### src/rtl/core/sbds_pkg.sv
`timescale 1ns / 1ps
// ----------------------------------------------------------------------------
// Switch bank debounce scanner package
// Shared word types and fixed field widths of the debounce scanner.
// ----------------------------------------------------------------------------
package sbds_pkg;

    localparam int EXP_FIELD_W    = 16;
    localparam int GPIO_SWITCHES  = 2;
    localparam int TIME_W         = 63;
    localparam int SW_IDX_W       = 5;
    localparam int CFG_W          = 32;
    localparam logic [CFG_W-1:0] DEBOUNCE_RESET = 32'd30000000;

    typedef struct packed {
        logic [EXP_FIELD_W-1:0]   expander_word;
        logic [GPIO_SWITCHES-1:0] gpio_bits;
        logic [TIME_W-1:0]        now_time;
    } t_in_word;

    typedef struct packed {
        logic [SW_IDX_W-1:0] switch_index;
        logic                pressed;
        logic [TIME_W-1:0]   event_time;
        logic                last_in_run;
    } t_out_word;

    typedef struct packed {
        logic      valid;
        t_out_word word;
    } t_evt_push;

    typedef enum logic [1:0] {
        SC_IDLE,
        SC_READ,
        SC_EVAL,
        SC_FLUSH
    } t_scan_state;

endpackage

### src/rtl/core/switch_bank_debounce_scanner_unit.sv
`timescale 1ns / 1ps
// ----------------------------------------------------------------------------
// Switch bank debounce scanner
// Time-lockout debouncer for a bank of active-low switches.
//
// Each input word is one poll: expander pins, GPIO pins and a timestamp in ns.
// Only one poll in POLL_DIVIDE is evaluated; the others are accepted and
// only advance the poll counter. An evaluated poll visits every switch
// entry in the state memory in the read-modify-write sequencer, which
// reads the entry, then compares and writes it back. Input ready stays
// low for the scan. Each accepted change gives one output word, in
// ascending switch order, with last_in_run set on the final one of a poll.
// A word waits in the sequencer until the next accepted change is found or
// the scan ends, and then moves into the output register once it is free.
// A stalled receiver holds the scan at its next change until the output
// register frees up; nothing is dropped. Reset clears the poll counter,
// marks every switch released with change time zero, and loads the default
// debounce time. The configuration word may be written at any idle time.
// ----------------------------------------------------------------------------
module switch_bank_debounce_scanner_unit
    import sbds_pkg::*;
#(
    parameter int NUM_SWITCHES  = 18,
    parameter int EXPANDER_BITS = 16,
    parameter int POLL_DIVIDE   = 16
) (
    input  logic             i_clk,
    input  logic             i_rst_n,
    input  logic             i_valid,
    output logic             o_ready,
    input  t_in_word         i_data,
    output logic             o_valid,
    input  logic             i_ready,
    output t_out_word        o_data,
    input  logic             i_cfg_valid,
    output logic             o_cfg_ready,
    input  logic [CFG_W-1:0] i_cfg_data
);

    localparam int PHASE_W = (POLL_DIVIDE > 1) ? $clog2(POLL_DIVIDE) : 1;
    localparam logic [PHASE_W-1:0] PHASE_LAST = PHASE_W'(POLL_DIVIDE - 1);

    logic [CFG_W-1:0]   r_debounce, n_debounce;
    logic [PHASE_W-1:0] r_phase, n_phase;

    logic      busy;
    logic      accept;
    logic      start;
    logic      out_free;
    t_evt_push push;

    assign o_ready     = !busy;
    assign o_cfg_ready = 1'b1;
    assign accept      = i_valid && o_ready;
    assign start       = accept && (r_phase == '0);

    always_comb begin
        n_debounce = r_debounce;
        n_phase    = r_phase;
        if (i_cfg_valid) begin
            n_debounce = i_cfg_data;
        end
        if (accept) begin
            n_phase = (r_phase == PHASE_LAST) ? '0 : r_phase + 1'b1;
        end
    end

    always_ff @(posedge i_clk) begin
        if (!i_rst_n) begin
            r_debounce <= DEBOUNCE_RESET;
            r_phase    <= '0;
        end else begin
            r_debounce <= n_debounce;
            r_phase    <= n_phase;
        end
    end

    sbds_scan #(
        .NUM_SWITCHES (NUM_SWITCHES),
        .EXPANDER_BITS(EXPANDER_BITS)
    ) u_scan (
        .i_clk     (i_clk),
        .i_rst_n   (i_rst_n),
        .i_start   (start),
        .i_word    (i_data),
        .i_debounce(r_debounce),
        .i_out_free(out_free),
        .o_busy    (busy),
        .o_push    (push)
    );

    sbds_outreg u_outreg (
        .i_clk  (i_clk),
        .i_rst_n(i_rst_n),
        .i_push (push),
        .o_free (out_free),
        .o_valid(o_valid),
        .i_ready(i_ready),
        .o_data (o_data)
    );

endmodule

### src/rtl/core/sbds_ram.sv
`timescale 1ns / 1ps
// ----------------------------------------------------------------------------
// Generic RAM
// One write port and one read port with registered read data.
// ----------------------------------------------------------------------------
module sbds_ram #(
    parameter int WIDTH = 64,
    parameter int DEPTH = 18
) (
    input  logic                                 i_clk,
    input  logic                                 i_wr_en,
    input  logic [(DEPTH > 1 ? $clog2(DEPTH) : 1)-1:0] i_wr_addr,
    input  logic [WIDTH-1:0]                     i_wr_data,
    input  logic                                 i_rd_en,
    input  logic [(DEPTH > 1 ? $clog2(DEPTH) : 1)-1:0] i_rd_addr,
    output logic [WIDTH-1:0]                     o_rd_data
);

    logic [WIDTH-1:0] r_mem [DEPTH];
    logic [WIDTH-1:0] r_rd_data;

    always_ff @(posedge i_clk) begin
        if (i_wr_en) begin
            r_mem[i_wr_addr] <= i_wr_data;
        end
        if (i_rd_en) begin
            r_rd_data <= r_mem[i_rd_addr];
        end
    end

    assign o_rd_data = r_rd_data;

endmodule

### src/rtl/core/sbds_scan.sv
`timescale 1ns / 1ps
// ----------------------------------------------------------------------------
// Debounce scan sequencer
// Walks the switch memory once per evaluated poll and emits accepted changes.
// ----------------------------------------------------------------------------
module sbds_scan
    import sbds_pkg::*;
#(
    parameter int NUM_SWITCHES  = 18,
    parameter int EXPANDER_BITS = 16
) (
    input  logic             i_clk,
    input  logic             i_rst_n,
    input  logic             i_start,
    input  t_in_word         i_word,
    input  logic [CFG_W-1:0] i_debounce,
    input  logic             i_out_free,
    output logic             o_busy,
    output t_evt_push        o_push
);

    localparam int IDX_W = (NUM_SWITCHES > 1) ? $clog2(NUM_SWITCHES) : 1;
    localparam int MEM_W = TIME_W + 1;
    localparam logic [IDX_W-1:0] LAST_IDX = IDX_W'(NUM_SWITCHES - 1);

    t_scan_state             r_state, n_state;
    logic [IDX_W-1:0]        r_idx, n_idx;
    logic [NUM_SWITCHES-1:0] r_closed, n_closed;
    logic [TIME_W-1:0]       r_now, n_now;
    logic [NUM_SWITCHES-1:0] r_valid, n_valid;
    logic                    r_rd_ok, n_rd_ok;
    logic                    r_pend_valid, n_pend_valid;
    logic [IDX_W-1:0]        r_pend_idx, n_pend_idx;
    logic                    r_pend_level, n_pend_level;

    logic [NUM_SWITCHES-1:0] closed_now;
    logic                    rd_en;
    logic                    wr_en;
    logic [MEM_W-1:0]        rd_data;
    logic                    cur_level;
    logic [TIME_W-1:0]       stored_time;
    logic [TIME_W:0]         diff;
    logic                    new_level;
    logic                    accept_chg;
    logic [31:0]             pend_idx_wide;

    genvar g;
    generate
        for (g = 0; g < NUM_SWITCHES; g++) begin : g_src
            if (g < GPIO_SWITCHES) begin : g_gpio
                assign closed_now[g] = ~i_word.gpio_bits[g];
            end else if ((g - GPIO_SWITCHES) < EXPANDER_BITS &&
                         (g - GPIO_SWITCHES) < EXP_FIELD_W) begin : g_exp
                assign closed_now[g] = ~i_word.expander_word[g - GPIO_SWITCHES];
            end else begin : g_none
                assign closed_now[g] = 1'b0;
            end
        end
    endgenerate

    sbds_ram #(
        .WIDTH(MEM_W),
        .DEPTH(NUM_SWITCHES)
    ) u_ram (
        .i_clk    (i_clk),
        .i_wr_en  (wr_en),
        .i_wr_addr(r_idx),
        .i_wr_data({new_level, r_now}),
        .i_rd_en  (rd_en),
        .i_rd_addr(r_idx),
        .o_rd_data(rd_data)
    );

    assign cur_level     = r_rd_ok ? rd_data[MEM_W-1] : 1'b0;
    assign stored_time   = r_rd_ok ? rd_data[TIME_W-1:0] : '0;
    assign new_level     = r_closed[r_idx];
    assign diff          = {1'b0, r_now} - {1'b0, stored_time};
    assign accept_chg    = (new_level != cur_level) && !diff[TIME_W] &&
                           (diff[TIME_W-1:0] >= TIME_W'(i_debounce));
    assign pend_idx_wide = 32'(r_pend_idx);
    assign o_busy        = (r_state != SC_IDLE);

    always_comb begin
        n_state      = r_state;
        n_idx        = r_idx;
        n_closed     = r_closed;
        n_now        = r_now;
        n_valid      = r_valid;
        n_rd_ok      = r_rd_ok;
        n_pend_valid = r_pend_valid;
        n_pend_idx   = r_pend_idx;
        n_pend_level = r_pend_level;
        rd_en        = 1'b0;
        wr_en        = 1'b0;
        o_push.valid = 1'b0;
        o_push.word.switch_index = pend_idx_wide[SW_IDX_W-1:0];
        o_push.word.pressed      = r_pend_level;
        o_push.word.event_time   = r_now;
        o_push.word.last_in_run  = 1'b0;
        case (r_state)
            SC_IDLE: begin
                if (i_start) begin
                    n_closed = closed_now;
                    n_now    = i_word.now_time;
                    n_idx    = '0;
                    n_state  = SC_READ;
                end
            end
            SC_READ: begin
                rd_en   = 1'b1;
                n_rd_ok = r_valid[r_idx];
                n_state = SC_EVAL;
            end
            SC_EVAL: begin
                if (!accept_chg || !r_pend_valid || i_out_free) begin
                    if (accept_chg) begin
                        wr_en          = 1'b1;
                        n_valid[r_idx] = 1'b1;
                        o_push.valid   = r_pend_valid;
                        n_pend_valid   = 1'b1;
                        n_pend_idx     = r_idx;
                        n_pend_level   = new_level;
                    end
                    if (r_idx == LAST_IDX) begin
                        n_state = SC_FLUSH;
                    end else begin
                        n_idx   = r_idx + 1'b1;
                        n_state = SC_READ;
                    end
                end
            end
            SC_FLUSH: begin
                if (!r_pend_valid) begin
                    n_state = SC_IDLE;
                end else if (i_out_free) begin
                    o_push.valid            = 1'b1;
                    o_push.word.last_in_run = 1'b1;
                    n_pend_valid            = 1'b0;
                    n_state                 = SC_IDLE;
                end
            end
            default: begin
                n_state = SC_IDLE;
            end
        endcase
    end

    always_ff @(posedge i_clk) begin
        if (!i_rst_n) begin
            r_state      <= SC_IDLE;
            r_idx        <= '0;
            r_valid      <= '0;
            r_rd_ok      <= 1'b0;
            r_pend_valid <= 1'b0;
        end else begin
            r_state      <= n_state;
            r_idx        <= n_idx;
            r_valid      <= n_valid;
            r_rd_ok      <= n_rd_ok;
            r_pend_valid <= n_pend_valid;
        end
    end

    always_ff @(posedge i_clk) begin
        r_closed     <= n_closed;
        r_now        <= n_now;
        r_pend_idx   <= n_pend_idx;
        r_pend_level <= n_pend_level;
    end

endmodule

### src/rtl/core/sbds_outreg.sv
`timescale 1ns / 1ps
// ----------------------------------------------------------------------------
// Event output register
// Holds one event word for the receiver and reports when it can take another.
// ----------------------------------------------------------------------------
module sbds_outreg
    import sbds_pkg::*;
(
    input  logic      i_clk,
    input  logic      i_rst_n,
    input  t_evt_push i_push,
    output logic      o_free,
    output logic      o_valid,
    input  logic      i_ready,
    output t_out_word o_data
);

    logic      r_valid, n_valid;
    t_out_word r_word, n_word;

    assign o_free  = !r_valid || i_ready;
    assign o_valid = r_valid;
    assign o_data  = r_word;

    always_comb begin
        n_valid = r_valid;
        n_word  = r_word;
        if (i_push.valid) begin
            n_valid = 1'b1;
            n_word  = i_push.word;
        end else if (i_ready) begin
            n_valid = 1'b0;
        end
    end

    always_ff @(posedge i_clk) begin
        if (!i_rst_n) begin
            r_valid <= 1'b0;
        end else begin
            r_valid <= n_valid;
        end
    end

    always_ff @(posedge i_clk) begin
        r_word <= n_word;
    end

endmodule

### config.mk
export PLATFORM = sky130hd
export DESIGN_NAME = switch_bank_debounce_scanner_unit
export DESIGN_NICKNAME = d
export VERILOG_FILES = /design/src/rtl/core/sbds_pkg.sv /design/src/rtl/core/switch_bank_debounce_scanner_unit.sv /design/src/rtl/core/sbds_ram.sv /design/src/rtl/core/sbds_scan.sv /design/src/rtl/core/sbds_outreg.sv
export SDC_FILE = /design/constraint.sdc
export NUM_CORES = 2
export LEC_CHECK = 0
export BUFFER_PORTS_ARGS = -buffer_cell sky130_fd_sc_hd__buf_4
export CORE_ASPECT_RATIO = 1.4
export CORE_MARGIN = 2
export CORE_UTILIZATION = 56
export DETAILED_ROUTE_END_ITERATION = 7
export GPL_TIMING_DRIVEN = 0
export PLACE_DENSITY = 0.76
export SLEW_MARGIN = 15
export SYNTH_ARGS = -nofsm -noshare
export SYNTH_HDL_FRONTEND = slang
export SYNTH_HIERARCHICAL = 1
export SYNTH_SLANG_ARGS = --single-unit
### constraint.sdc
create_clock -name i_clk -period 10.8 [get_ports i_clk]
set_clock_uncertainty 0.05 [all_clocks]
set_input_delay 0.54 -clock i_clk [delete_from_list [all_inputs] [get_ports i_clk]]
set_output_delay 0.54 -clock i_clk [all_outputs]
set_load 0.005 [all_outputs]
==> run summary <==
The number of non-filler instances in the completed layout is around 5.5k. The tool flagged a number of max-cap violations equal to 0. The pre-CTS worst setup slack came out at between 1.5 and 2 ns. Measured on the finished design, the core utilization comes to 0.6593.

The average via count per standard cell came out at between 6 and 7. The count of warnings emitted by yosys is 6. The via count of the first global-routing pass came out at 34.77k.

The total inserted antenna cells is 0. 191 I/O pins were placed. The detailed router finished its first iteration with between 3k and 4k violations. The clock period minus final worst setup slack is 9.123 ns. In the post-synthesis netlist, the biggest area contributors are edfxtp_1, mux4_2, mux2i_1. The sum of net half-perimeters after detailed placement is 99,300 um. The detailed-route wire length per cell is 27.00 um.

The die width is 279.6 um. The iteration count of the initial detailed-routing pass came out at 5. Buffers added to address setup during post-CTS repair amount to 0. The slowest cell on the critical path is clkbuf_1.

The global-route wire length before repair is 218,100 um. The number of pins with negative max-slew slack in the final report came out at 0. In this run, post-CTS repair resized a total of 0 instances. The largest total area in the synthesized netlist belongs to edfxtp_1. The count of input and output buffers came out at 188. The portion of the post-synthesis area used by sequential elements came out at 0.7137. TritonCTS built the clock tree. The number of antenna violations at the first check in global routing is 1.

The data required time at the worst endpoint is 11.21 ns. For the pin with the worst max-slew slack, the measured transition is ~1.3 ns. The amount of wire on met3 after detailed routing came out at between 9000 and 10,000 um.

The total power divided by cell area came out at 178.7 nW/um^2. The total routed wirelength came out at between 100,000 and 150,000 um. The critical path's largest stage delay came out at 0.89 ns. The instance count of the mapped netlist is 3,479. The number of library cell types mapped by synthesis is 85. By count the netlist is led by edfxtp_1, nand2_1, mux2i_1, mux4_2, a21oi_1. The share of async-settable or async-resettable flops after synthesis came out at 0.

At the worst endpoint, the arrival time is 9.53 ns. For this run the aggregate overflow at the end of global routing stands at 0. Cell internal power was estimated by the tool at between 9000 and 10,000 uW. Summing all non-filler instances in the final layout gives an area of 69,560 sq um. The via total after detailed routing came out at 34.25k. The synthesized cell area is 59,560 sq um. The part of the power in the clock network is 0.379. The setup path with the least slack is of type reg2reg. The instance area at placement is 64,060 sq um. The die is 389.9 um tall.

For this run, the leading register cell type out of synthesis is edfxtp_1. The proportion of netlist area held by the largest area contributor came out at 0.6922. For this run, design rule violations remaining after detail routing come to 0. The highest layer touched by signal routing is met4.

The largest net degree at the start of global routing came out at 44. The clock slew at the register clock pins of the worst setup and hold paths came out at about 0.06 ns. In this run the tightest slew margin relative to its limit is 0.1568. After synthesis the netlist holds a flip-flop and latch count of 1,437. The die footprint came out at 109,000 sq um. Setup repair after global routing left no endpoint under its margin. Summed over all cells, the static leakage comes to 0.02220 uW.

The tree is rooted in a clkbuf_16. The fraction of the cycle the final worst path needs came out at 0.8447. The number of synthesized flops with an enable pin came out at 1,373. The power share of the sequential group is 0.523. The combinational cell fraction of total power came out at 0.098. The total track usage came out at 0.2710.

The final weighted congestion of routability-driven global placement came out at ~0.93. Of the total power, the share spent switching nets is 0.2391. The number of standard-cell rows in the floorplan is roughly 140.

The final critical-path setup slack is between 1.5 and 2 ns. The number of nets handed over by synthesis was 3,699. The clock sink total is 1,437. The number of buffers added by the clock tree synthesis step is 133. After floorplanning, the core was sized to cover about 110,000 sq um. From synthesis to final layout, the design area changed by 16.78%. The final-report hold violation count came out at 0.

The type of the worst min-delay path is in2reg. The type of element launching the critical path is a register. The remaining antenna violation count came out at 0.

The peak supply drop came out at between 0.15 and 0.2 mV. In the post-synthesis netlist, the cell with the most instances is edfxtp_1. The post-synthesis area per instance came out at 17.12 sq um. The longest clock path from root to sink contains 3 buffers. The initial core utilization is 0.5646. The clock latency at the later pin of the worst-skew pair came out at 0.77 ns.

The met1 wire length is 57,200 um. The run finished with clean final reports. The H-tree was split into 4 levels. The cell repeated most along the worst path is buf_4.

Based on the critical path, the design can be clocked at up to 0.1096 GHz. The share of post-route cells with drive strength above 1 is 0.2120. The total met2 wirelength after detailed routing is approximately 75,000 um. Setup violations remaining at the end of the flow were counted as 0. The final layout contains 4,211 nets.

The biggest fanout along the worst timing path is 10. The worst setup path is captured at a register. The instance count after placement with tap cells included came out at ~5.1k. The analysis attributes to net switching a power of a little under 3000 uW.
-- worst paths after layout --
path,startpoint,end,slack [ns],cells after the start
worst min register to register,u_scan/r_pend_idx[1],u_outreg/o_data[66],0.37,0
worst max register to register,u_scan/r_rd_ok,u_scan/u_ram/r_mem[4][31],1.68,27
worst min-delay path,i_valid,r_phase[0],0.08,4
worst max-delay path,u_scan/r_rd_ok,u_scan/u_ram/r_mem[4][31],1.68,27
-- sequential cells by signal, indices dropped and copies added, names as in the netlist, 18 cells and up --
name / count
u_scan/u_ram/r_mem: 1152
u_outreg/o_data: 70
u_scan/u_ram/o_rd_data: 64
u_scan/r_now: 63
r_debounce: 32
u_scan/r_closed: 18
u_scan/r_valid: 18
-- metrics by stage --
stage | TNS (ns) | hold slack (ns) | power, uW
after floorplan | 0 | 0.3503 | 7336
after global placement | -2368.53 | 0.3513 | 7765
after detailed placement | 0 | 0.3599 | 7785
after CTS | 0 | 0.02394 | 12490
after global routing | 0 | 0.07494 | 12830
final | 0 | 0.07809 | 12430
-- cell families (layout without fill, tap and decap cells) --
logic type	count (synthesis)	count (layout)	share of synthesized area
and+or+nand+nor	579	579	0.04613
buffers and inverters	250	866	0.02143
DFF	1437	1437	0.7137
AOI/OAI and AO/OA	569	569	0.06367
xor gates and xnor gates	42	42	0.006176
adders and majority gates	102	102	0.02155
other	1	1	0.00006296
muxes	499	499	0.1273
-- cells in the final DEF (no fill, tap or decap), types with 51 or more instances in the layout --
cell type / synthesis / routed
nor2_1: 99 / 83
mux2i_1: 233 / 233
clkbuf_16: 0 / 135
mux4_2: 200 / 200
a221oi_1: 67 / 67
clkbuf_1: 72 / 91
o21ai_1: 71 / 71
dlygate4sd3_1: 0 / 115
nand2_1: 255 / 255
edfxtp_1: 1373 / 1373
inv_1: 77 / 77
o21ai_0: 76 / 75
ha_1: 101 / 101
a21oi_1: 128 / 128
mux2_2: 66 / 66
buf_2: 50 / 51
buf_4: 13 / 216
o211ai_1: 78 / 78
dfxtp_1: 64 / 64
-- critical path, delay by kind of cell (launching register included) --
family | cells | cell delay [ns]
AND/OR/NAND/NOR | 8 | 2.37
XOR/XNOR | 1 | 0.17
buffers and inverters | 6 | 2.32
AO/OA/AOI/OAI | 10 | 2.75
flip-flops | 1 | 0.37
adder cells (fa/ha/maj) | 2 | 0.74
-- power by group through the flow --
stage / combinational [uW] / clock, uW / sequential, uW
3_5_place_dp: 1170 / 0 / 6620
6_report: 1220 / 4710 / 6500
4_1_cts: 1210 / 4780 / 6500
3_3_place_gp: 1140 / 0 / 6620
5_1_grt: 1330 / 4970 / 6520
2_1_floorplan: 801 / 0 / 6540
-- metal layers --
metal	track usage	vias up
li1	-	14960
met2	0.4664	1508
met5	0	-
met1	0.3498	17490
met4	0.1007	0
met3	0.04200	293
-- what timing repair did --
| item | CTS | global route |
|---|---|---|
| hold endpoints to repair | 114 | 0 |
| endpoints found under the setup margin | 0 | 0 |
| hold buffers | 115 | 0 |
-- cell type report --
cell class / count / area, sq um
flip-flops and latches: 1437 / 42510
fillers: 6947 / 35940
multi-input cells: 1792 / 15940
repair buffers: 377 / 3781
clock buffers: 155 / 3453
well taps: 1358 / 1699
plain buffers: 173 / 989.7
clock inverters: 84 / 892.1
inverters: 77 / 289.0
No activity file was read; power rests on OpenSTA's default activity.
